**config.mk**
```make
export PLATFORM = sky130hd
export DESIGN_NAME = speech_segment_hysteresis
export DESIGN_NICKNAME = d
export VERILOG_FILES = /design/src/rtl/core/ssh_pkg.sv /design/src/rtl/core/ssh_csr.sv /design/src/rtl/core/ssh_decide.sv /design/src/rtl/core/speech_segment_hysteresis.sv
export VERILOG_INCLUDE_DIRS = /design/src /design/src/rtl/core
export SDC_FILE = /design/constraint.sdc
export NUM_CORES = 1
export LEC_CHECK = 0
export ABC_CLOCK_PERIOD_IN_PS = 24800
export BUFFER_PORTS_ARGS = -buffer_cell sky130_fd_sc_hd__buf_2
export CORE_ASPECT_RATIO = 1.75
export CORE_MARGIN = 3
export CORE_UTILIZATION = 30
export CTS_CLUSTER_DIAMETER = 120
export DETAILED_ROUTE_END_ITERATION = 7
export PLACE_DENSITY = 0.44
export SLEW_MARGIN = 30
export SYNTH_ARGS = -nofsm -noshare
export SYNTH_HDL_FRONTEND = slang
export SYNTH_SLANG_ARGS = --single-unit
```
**constraint.sdc**
```tcl
create_clock -name clock -period 24.8 [get_ports clock]
set_input_delay 2.48 -clock clock [delete_from_list [all_inputs] [get_ports clock]]
set_output_delay 2.48 -clock clock [all_outputs]
set_load 0.05 [all_outputs]
```
**src/rtl/core/assert_macros.svh**
```systemverilog
// Assertion macros shared by the RTL of the speech segmenter.
// Define NO_ASSERTIONS to compile every use down to nothing.
`ifndef ASSERT_MACROS_SVH
`define ASSERT_MACROS_SVH

`ifndef NO_ASSERTIONS

// Same-cycle implication, disabled while in reset.
`define ASSERT_IMPLY(label, clk, rst, ante, cons) \
   label: assert property (@(posedge clk) disable iff (rst) (ante) |-> (cons)) \
      else $error("assertion failed");

// Next-cycle implication, disabled while in reset.
`define ASSERT_NEXT(label, clk, rst, ante, cons) \
   label: assert property (@(posedge clk) disable iff (rst) (ante) |=> (cons)) \
      else $error("assertion failed");

`else

`define ASSERT_IMPLY(label, clk, rst, ante, cons)
`define ASSERT_NEXT(label, clk, rst, ante, cons)

`endif

`endif

```
**src/rtl/core/ssh_pkg.sv**
```systemverilog
// Package for the speech segmenter: beat types, config struct, register indexes.
// No dependencies; used by every module of the block.
package ssh_pkg;

   localparam int PROB_FIELD_BITS = 16;
   localparam int LEN_BITS        = 16;
   localparam int SEG_BITS        = 16;
   localparam int CSR_INDEX_BITS  = 8;
   localparam int CSR_DATA_BITS   = 16;

   localparam logic [LEN_BITS-1:0] RUN_MAX = '1;

   // Register indexes
   localparam logic [CSR_INDEX_BITS-1:0] REG_ONSET_LEVEL     = 8'd0;
   localparam logic [CSR_INDEX_BITS-1:0] REG_OFFSET_LEVEL    = 8'd1;
   localparam logic [CSR_INDEX_BITS-1:0] REG_MIN_SPEECH_LEN  = 8'd2;
   localparam logic [CSR_INDEX_BITS-1:0] REG_MIN_SILENCE_LEN = 8'd3;

   // Reset values
   localparam logic [PROB_FIELD_BITS-1:0] ONSET_RESET       = 16'd32768;
   localparam logic [PROB_FIELD_BITS-1:0] OFFSET_RESET      = 16'd32768;
   localparam logic [LEN_BITS-1:0]        MIN_SPEECH_RESET  = 16'd10;
   localparam logic [LEN_BITS-1:0]        MIN_SILENCE_RESET = 16'd5;

   typedef struct packed {
      logic [PROB_FIELD_BITS-1:0] frame_prob;
      logic                       final_frame;
   } req_type;

   typedef struct packed {
      logic [SEG_BITS-1:0] seg_start;
      logic [SEG_BITS-1:0] seg_end;
      logic                by_flush;
   } rsp_type;

   typedef struct packed {
      logic [PROB_FIELD_BITS-1:0] onset_level;
      logic [PROB_FIELD_BITS-1:0] offset_level;
      logic [LEN_BITS-1:0]        min_speech_len;
      logic [LEN_BITS-1:0]        min_silence_len;
   } cfg_type;

endpackage

```
**src/rtl/core/ssh_csr.sv**
```systemverilog
// Configuration registers of the speech segmenter.
// Depends on ssh_pkg for the register indexes and the config struct.
module ssh_csr #(
   parameter int PROB_BITS = 16
) (
   input  logic                                 clock,
   input  logic                                 reset,
   input  logic                                 csr_valid,
   input  logic [ssh_pkg::CSR_INDEX_BITS-1:0]   csr_index,
   input  logic [ssh_pkg::CSR_DATA_BITS-1:0]    csr_wdata,
   output ssh_pkg::cfg_type                     cfg
);
   import ssh_pkg::*;

   localparam int PW = (PROB_BITS < PROB_FIELD_BITS) ? PROB_BITS : PROB_FIELD_BITS;
   localparam logic [PROB_FIELD_BITS-1:0] PROB_MASK =
      PROB_FIELD_BITS'((64'd1 << PW) - 64'd1);

   cfg_type cfg_ff;
   cfg_type cfg_in;

   // Decode one write beat; unknown indexes leave everything as is
   always_comb begin
      cfg_in = cfg_ff;
      if (csr_valid) begin
         unique case (csr_index)
            REG_ONSET_LEVEL:     cfg_in.onset_level     = csr_wdata & PROB_MASK;
            REG_OFFSET_LEVEL:    cfg_in.offset_level    = csr_wdata & PROB_MASK;
            REG_MIN_SPEECH_LEN:  cfg_in.min_speech_len  = csr_wdata;
            REG_MIN_SILENCE_LEN: cfg_in.min_silence_len = csr_wdata;
            default:             cfg_in = cfg_ff;
         endcase
      end
   end

   always_ff @(posedge clock) begin
      if (reset) begin
         cfg_ff.onset_level     <= ONSET_RESET & PROB_MASK;
         cfg_ff.offset_level    <= OFFSET_RESET & PROB_MASK;
         cfg_ff.min_speech_len  <= MIN_SPEECH_RESET;
         cfg_ff.min_silence_len <= MIN_SILENCE_RESET;
      end else begin
         cfg_ff <= cfg_in;
      end
   end

   assign cfg = cfg_ff;

endmodule

```
**src/rtl/core/ssh_decide.sv**
```systemverilog
// Per-frame decision logic: onset, offset counting, segment close and flush.
// Depends on ssh_pkg; purely combinational, state is held in the top level.
module ssh_decide #(
   parameter int INDEX_BITS = 16,
   parameter int PROB_BITS  = 16
) (
   input  ssh_pkg::cfg_type                 cfg,
   input  ssh_pkg::req_type                 item,
   input  logic                             voiced,
   input  logic [INDEX_BITS-1:0]            start_index,
   input  logic [ssh_pkg::LEN_BITS-1:0]     quiet_run,
   input  logic [INDEX_BITS-1:0]            frame_number,
   output logic                             voiced_next,
   output logic [INDEX_BITS-1:0]            start_next,
   output logic [ssh_pkg::LEN_BITS-1:0]     quiet_next,
   output logic [INDEX_BITS-1:0]            frame_next,
   output logic                             res_valid,
   output ssh_pkg::rsp_type                 res
);
   import ssh_pkg::*;

   localparam int EW = ((INDEX_BITS > LEN_BITS) ? INDEX_BITS : LEN_BITS) + 2;
   localparam int PW = (PROB_BITS < PROB_FIELD_BITS) ? PROB_BITS : PROB_FIELD_BITS;
   localparam logic [PROB_FIELD_BITS-1:0] PROB_MASK =
      PROB_FIELD_BITS'((64'd1 << PW) - 64'd1);
   localparam logic [INDEX_BITS-1:0] IDX_MAX = '1;

   logic [PROB_FIELD_BITS-1:0] prob;
   logic                       is_onset;
   logic                       is_quiet;
   logic [LEN_BITS-1:0]        quiet_inc;
   logic                       close_quiet;
   logic                       close_flush;
   logic                       open_mid;
   logic [INDEX_BITS-1:0]      start_mid;
   logic [LEN_BITS-1:0]        quiet_mid;
   logic [EW-1:0]              idx_ext;
   logic [EW-1:0]              run_ext;
   logic [EW-1:0]              st_ext;
   logic [EW-1:0]              end_ext;
   logic [EW-1:0]              span;

   always_comb begin
      prob     = item.frame_prob & PROB_MASK;
      is_onset = !voiced && (prob >= cfg.onset_level);
      is_quiet = voiced && (prob < cfg.offset_level);

      // Silent-run counter saturates
      quiet_inc   = (quiet_run == RUN_MAX) ? quiet_run : quiet_run + 16'd1;
      close_quiet = is_quiet && (quiet_inc >= cfg.min_silence_len);

      // Segment state after the onset/offset step, before the final-frame flush
      open_mid  = is_onset || (voiced && !close_quiet);
      start_mid = is_onset ? frame_number : start_index;
      priority if (is_onset)  quiet_mid = '0;
      else if (is_quiet)      quiet_mid = quiet_inc;
      else if (voiced)        quiet_mid = '0;
      else                    quiet_mid = quiet_run;

      close_flush = item.final_frame && open_mid;

      // Exclusive end: idx + 1 - run, clamped to [start, IDX_MAX]
      idx_ext = EW'(frame_number) + EW'(1);
      run_ext = EW'(quiet_mid);
      st_ext  = EW'(start_mid);
      if (idx_ext <= run_ext + st_ext) end_ext = st_ext;
      else                             end_ext = idx_ext - run_ext;
      if (end_ext > EW'(IDX_MAX)) end_ext = EW'(IDX_MAX);
      span = end_ext - st_ext;

      res_valid     = (close_quiet || close_flush) && (span >= EW'(cfg.min_speech_len));
      res.seg_start = st_ext[SEG_BITS-1:0];
      res.seg_end   = end_ext[SEG_BITS-1:0];
      res.by_flush  = close_flush;

      // Next state; the last frame clears everything
      if (item.final_frame) begin
         voiced_next = 1'b0;
         start_next  = '0;
         quiet_next  = '0;
         frame_next  = '0;
      end else begin
         voiced_next = open_mid;
         start_next  = start_mid;
         quiet_next  = close_quiet ? '0 : quiet_mid;
         frame_next  = (frame_number == IDX_MAX) ? IDX_MAX : frame_number + 1'b1;
      end
   end

endmodule

```
**src/rtl/core/speech_segment_hysteresis.sv**
```systemverilog
// Top level of the hysteresis speech segmenter.
// Depends on ssh_pkg, ssh_csr, ssh_decide and assert_macros.svh.
//
// Usage:
//   req channel: one beat per frame (frame_prob in Q0.16, final_frame marks
//   the last frame of a sequence). A beat is taken when req_valid is high and
//   req_stall is low.
//   rsp channel: at most one beat per frame, a closed speech segment
//   [seg_start, seg_end) with by_flush set if the last frame closed it.
//   csr channel: register writes by index (0 onset, 1 offset, 2 minimum
//   speech length, 3 minimum silence length); csr_ready is always high and
//   unknown indexes are ignored. Write only while no frame is in flight.
// Timing: a frame is held in the input register, its decision is made
//   by the logic between that register and the result register, and a result
//   shows on rsp from there. One frame per cycle is sustained while rsp_stall
//   is low; the segment state updates in the same cycle as the decision.
// Stall: when rsp_stall holds a result, a frame in the input register waits
//   and req_stall rises; frames that produce no result still need that slot.
// Reset: synchronous, active high; clears the segment state, the frame counter,
//   the valid flags of both beat registers and loads the register defaults.
`include "assert_macros.svh"

module speech_segment_hysteresis #(
   parameter int INDEX_BITS = 16,
   parameter int PROB_BITS  = 16
) (
   input  logic                                 clock,
   input  logic                                 reset,
   input  logic                                 req_valid,
   output logic                                 req_stall,
   input  ssh_pkg::req_type                     req_payload,
   output logic                                 rsp_valid,
   input  logic                                 rsp_stall,
   output ssh_pkg::rsp_type                     rsp_payload,
   input  logic                                 csr_valid,
   output logic                                 csr_ready,
   input  logic [ssh_pkg::CSR_INDEX_BITS-1:0]   csr_index,
   input  logic [ssh_pkg::CSR_DATA_BITS-1:0]    csr_wdata
);
   import ssh_pkg::*;

   cfg_type                 cfg;

   // Input register
   logic                    s1_valid_ff, s1_valid_in;
   req_type                 s1_item_ff;
   logic                    req_take;
   logic                    s1_advance;

   // Segment state
   logic                    voiced_ff, voiced_in;
   logic [INDEX_BITS-1:0]   start_index_ff, start_index_in;
   logic [LEN_BITS-1:0]     quiet_run_ff, quiet_run_in;
   logic [INDEX_BITS-1:0]   frame_ff, frame_in;

   // Result register
   logic                    out_valid_ff, out_valid_in;
   rsp_type                 out_beat_ff;
   logic                    res_valid;
   rsp_type                 res;

   // Check terms
   logic                    final_step;
   logic                    state_clear;

   assign csr_ready = 1'b1;

   ssh_csr #(
      .PROB_BITS (PROB_BITS)
   ) u_csr (
      .clock     (clock),
      .reset     (reset),
      .csr_valid (csr_valid & csr_ready),
      .csr_index (csr_index),
      .csr_wdata (csr_wdata),
      .cfg       (cfg)
   );

   ssh_decide #(
      .INDEX_BITS (INDEX_BITS),
      .PROB_BITS  (PROB_BITS)
   ) u_decide (
      .cfg            (cfg),
      .item           (s1_item_ff),
      .voiced         (voiced_ff),
      .start_index    (start_index_ff),
      .quiet_run      (quiet_run_ff),
      .frame_number   (frame_ff),
      .voiced_next    (voiced_in),
      .start_next     (start_index_in),
      .quiet_next     (quiet_run_in),
      .frame_next     (frame_in),
      .res_valid      (res_valid),
      .res            (res)
   );

   // Handshake: frame moves on when the result slot is free or being drained
   assign s1_advance = s1_valid_ff && (!out_valid_ff || !rsp_stall);
   assign req_stall  = s1_valid_ff && !s1_advance;
   assign req_take   = req_valid && !req_stall;

   always_comb begin
      s1_valid_in = s1_valid_ff;
      if (req_take)        s1_valid_in = 1'b1;
      else if (s1_advance) s1_valid_in = 1'b0;
   end

   always_comb begin
      out_valid_in = out_valid_ff;
      if (s1_advance && res_valid)      out_valid_in = 1'b1;
      else if (out_valid_ff && !rsp_stall) out_valid_in = 1'b0;
   end

   // Control registers
   always_ff @(posedge clock) begin
      if (reset) begin
         s1_valid_ff    <= 1'b0;
         out_valid_ff   <= 1'b0;
         voiced_ff      <= 1'b0;
         start_index_ff <= '0;
         quiet_run_ff   <= '0;
         frame_ff       <= '0;
      end else begin
         s1_valid_ff  <= s1_valid_in;
         out_valid_ff <= out_valid_in;
         if (s1_advance) begin
            voiced_ff      <= voiced_in;
            start_index_ff <= start_index_in;
            quiet_run_ff   <= quiet_run_in;
            frame_ff       <= frame_in;
         end
      end
   end

   // Payload registers
   always_ff @(posedge clock) begin
      if (req_take) s1_item_ff <= req_payload;
      if (s1_advance && res_valid) out_beat_ff <= res;
   end

   assign rsp_valid   = out_valid_ff;
   assign rsp_payload = out_beat_ff;

   // Checks
   assign final_step  = s1_advance && s1_item_ff.final_frame;
   assign state_clear = !voiced_ff && frame_ff == '0 && quiet_run_ff == '0;

   `ASSERT_NEXT(a_final_clears, clock, reset, final_step, state_clear)
   `ASSERT_IMPLY(a_idle_no_run, clock, reset, !voiced_ff, quiet_run_ff == '0)
   `ASSERT_IMPLY(a_start_not_ahead, clock, reset, voiced_ff, start_index_ff <= frame_ff)

endmodule
```
==> results by stage <==
Floorplan:
- The core region is 38630 um2.
- Measured along the x axis, the die boundary spans 156.0 um.
- The top-level port count is 82.
- The floorplan step set the die height to 268.5 um.
- The floorplan row count is 95.
- The area of the die is 41870 um2.
- Once the floorplan was initialized, standard cells occupied 30.57% of the core.

Synthesis:
- Counting flops with a built-in enable in the synthesized netlist gives 50.
- The post-synthesis instance total is 1381.
- The synthesized area is 11810 um2.
- After synthesis the netlist holds a flip-flop and latch count of 165.
- Synthesis produced a netlist with a net count of 1551.
- In this run the mean area of a mapped cell was 8.551 um2.
- The async set or reset register ratio after synthesis is 0%.
- The number of synthesis warnings is 0.
- After synthesis, the netlist uses 95 different library cells.
- For this run, the register share of the synthesized area comes to 32.21%.
- The most used flip-flop cell after synthesis is dfxtp_1.

Place:
- Detailed placement finished with a half-perimeter wire length of 31850 um.
- Before CTS, the worst setup slack after placement is 12.93 ns.
- Counting tap cells, the placed design contains a total of 1892 instances.
- In this run the tool buffered the top-level ports with 80 buffer cells.
- The routability congestion estimate is 0.9662.

Setup path:
- Following the worst setup path forward leads to its endpoint at rsp_payload[31].
- The endpoint identified for the worst register-to-register timing path is rsp_payload[31].
- The required arrival time at the worst endpoint is 25.00 ns.
- Data on the critical path arrives at its endpoint at 12.10 ns.
- The worst register-to-register path begins at s1_item_ff[12].
- The worst setup slack for register-to-register paths is 12.90 ns.
- On the critical path, the stage with the largest delay is an instance of nor2_1.
- The worst register-to-register path has a depth of 45.
- The maximum fanout encountered on the critical timing path is 18.
- The worst setup path is captured at a flop.
- The launching element type of the critical path is a flop.
- In this run the worst setup path begins at s1_item_ff[12].
- The classification of the worst setup path is reg2reg.
- The cell occurring most often along the worst timing path is ha_1.
- The largest single stage delay on the critical path is 0.69 ns.

Flow run:
- Across the run, the number of max-cap violations was 0.

Power:
- The worst voltage drop across the vdd grid is 0.00004372 V.
- The cell leakage power is 5.604 nW.
- The areal power density over the cells is 52.99 nW/um2.

Cells and area:
- Counting the fill cells in the layout gives 4049.
- The multi-input combinational cell area is 7360 um2.
- The total area of sequential cells is 3804 um2.
- In the final layout, the share of cells above drive strength 1 is 12.16%.
- The layout-stage area growth over the synthesis result is 12.63%.
- At the end of the flow, the number of nets in the layout was 1596.
- Once layout is complete, the cells apart from fillers number 1924.
- For this run, the share of the core covered by cells in the final layout is 34.43%.
- The number of antenna diodes in the final layout is 0.

Timing:
- The setup violation total in the final timing report is 0.
- The part of the cycle the worst path needs is 48.00%.
- Counting I/O delays and the setup requirement, the final critical path takes 11.90 ns.
- Final hold analysis gives a worst-case slack of 0.4554 ns.
- Once routing completed, OpenROAD measured the worst setup slack at 12.90 ns.
- At the pin with the least slew margin, the transition time is 0.9892 ns.
- The total count of max-transition violations in the final report is 0.
- The hold violation total from the final report was 0.
- Adding up every negative setup slack in the final design gives 0 ns.
- The highest clock frequency the design can meet is 84.01 MHz.
- The final clock skew is 0.01495 ns.
- The worst pin sits at a relative slew slack of 33.98%.
- Setup repair after global routing left no endpoint under its margin.

Route:
- Dividing the detail-routed via count by the number of cells gives 5.308.
- The number of iterations in the first detailed-routing pass is 4.
- The starting DRC count in detailed routing is 492.
- The post-detailed-route wirelength per cell is 20.84 um.
- The via count is 10213.
- The number of remaining DRC errors is 0.
- For this block, the routed nets add up to 40090 um of wire.
- The detail route stage leaves a number of antenna-violating nets equal to 0.

CTS:
- The number of buffers on the longest clock path is 2.
- The master cell of the clock root buffer is clkbuf_16.
- The CTS buffer count is 17.
- The CTS clock-pin slew for the worst setup and hold paths is 0.07 ns.
- The number of setup buffers added after CTS is 0.
- The count of cells resized by post-cts repair is 0.
- The TritonCTS clock tree is built.
- The insertion delay to the later sink of the worst-skew pair is 0.46 ns.
- The number of H-tree branching levels is 4.
- Counting every sink on the clock net gives 165.
- For this design, the CTS-stage hold fixing added 0 buffers.

GRT:
- The first global-routing pass estimated 61650 um of wire.
- The global-route usage over all layers is 19.49%.
- met2 is the most crowded layer.
- The number of global-route vias before repair came to 10386.
- The number of antenna violations at the first check in global routing is 0.
- The met1 layer usage reported by global route is 19.27%.
- In the global route stage, met2 resource usage came out at 37.98%.
- The global routing usage on met3 is 2.569%.
- The total global routing overflow is 0.
- The pin count of the biggest net entering global routing is 74.

Status:
- The run finished with clean final reports.

Min path:
- The worst hold path belongs to the class reg2reg.
report_power, final:
part / switching (mW) / internal, mW
Combinational: 0.0874 / 0.0553
Clock: 0.127 / 0.150
Sequential: 0.00265 / 0.283
Yosys cell counts (10+ instances only):
library cell	instances	area share (%)
nor3_1	14	0.59
edfxtp_1	50	13
xnor2_1	38	2.8
nor4_1	10	0.53
a21o_1	36	2.3
nand4_1	19	1.0
nand3_1	31	1.3
inv_1	114	3.6
mux2i_1	52	4.4
o211ai_1	14	0.89
clkbuf_1	52	1.7
and2_1	10	0.53
a22oi_1	16	1.0
dfxtp_1	115	19
a21oi_1	105	4.5
or3_1	15	0.79
nand2_1	137	4.4
o21ai_0	31	1.3
ha_1	122	13
and3_1	14	0.74
a22o_1	10	0.74
xor2_1	26	1.9
a211oi_1	17	1.1
nor2_1	135	4.3
o21a_1	15	0.95
layer usage:
layer / vias to the layer above / routed length, um
li1: 5050 / -
met1: 4861 / 14400
met2: 212 / 22150
met3: 90 / 1089
met4: 0 / 2450
met5: - / 0
layout make-up:
class	instances	area share, %
Sequential cell	165	28.60
Clock inverter	11	0.7620
Inverter	115	3.246
Timing Repair Buffer	92	3.706
Tap cell	485	4.563
Clock buffer	21	3.791
Multi-Input combinational cell	1035	55.33
metrics by stage:
stage | total power [mW] | cell area [um2]
2_1_floorplan | 0.3945 | 11810
3_5_place_dp | 0.4350 | 12690
5_1_grt | 0.7397 | 13300
3_3_place_gp | 0.4344 | 12670
6_report | 0.7048 | 13300
4_1_cts | 0.7158 | 13290
worst max-delay path: cells and delay by family (launching register included):
kind,cells,cell delay [ns]
AOI/OAI and AO/OA,24,5.97
and+or+nand+nor,11,2.71
adders and majority gates,7,2.10
DFF,1,0.42
buffers and inverters,3,0.40
sequential cells by signal (all words and copies together), names as in the netlist:
register	flops
start_index_ff	16
s1_item_ff	17
u_csr.cfg	64
frame_ff	16
rsp_payload	33
s1_valid_ff	1
rsp_valid	1
quiet_run_ff	16
voiced_ff	1
cells in the final DEF, fill, tap and decap left out, drive strengths merged, types with 5 or more instances in the layout:
cell type / count
a31oi: 9
nor2: 137
a21oi: 109
nand2b: 7
a41oi: 5
clkbuf: 21
maj3: 6
xor2: 26
and4: 9
edfxtp: 50
o211ai: 15
o22ai: 5
nor4: 10
nand3: 31
and3: 14
a211oi: 20
nand3b: 5
xnor2: 38
mux2i: 52
or2: 8
a2111oi: 5
o21ai: 35
a21o: 36
a22o: 10
a22oi: 17
ha: 122
nor2b: 9
o21bai: 7
o21a: 15
or3: 15
and2: 10
nor3: 15
inv: 122
nand2: 137
nand4: 21
dfxtp: 115
buf: 92
o2111ai: 10
a211o: 9
worst min path at each step:
stage	start	depth (start not counted)	slack, ns	to
3_3_place_gp	u_csr.cfg[47]	1	0.45	u_csr.cfg[47]
3_5_place_dp	u_csr.cfg[24]	2	0.45	u_csr.cfg[24]
5_1_grt	u_csr.cfg[24]	2	0.49	u_csr.cfg[24]
2_1_floorplan	u_csr.cfg[2]	1	0.44	u_csr.cfg[2]
4_1_cts	u_csr.cfg[24]	2	0.46	u_csr.cfg[24]
6_report	u_csr.cfg[24]	2	0.46	u_csr.cfg[24]
cells by family (layout without fill, tap and decap cells):
group,Yosys count,after routing,synth area share (%)
other cells,1,1,0.03176
compound gates,351,351,21.43
xor+xnor,64,64,4.747
buf+inv,181,239,5.870
fa+ha+maj,130,130,13.78
simple gates,436,436,17.42
flops,165,165,32.21
mux,53,53,4.503
Power figures use the tool's default switching activity.
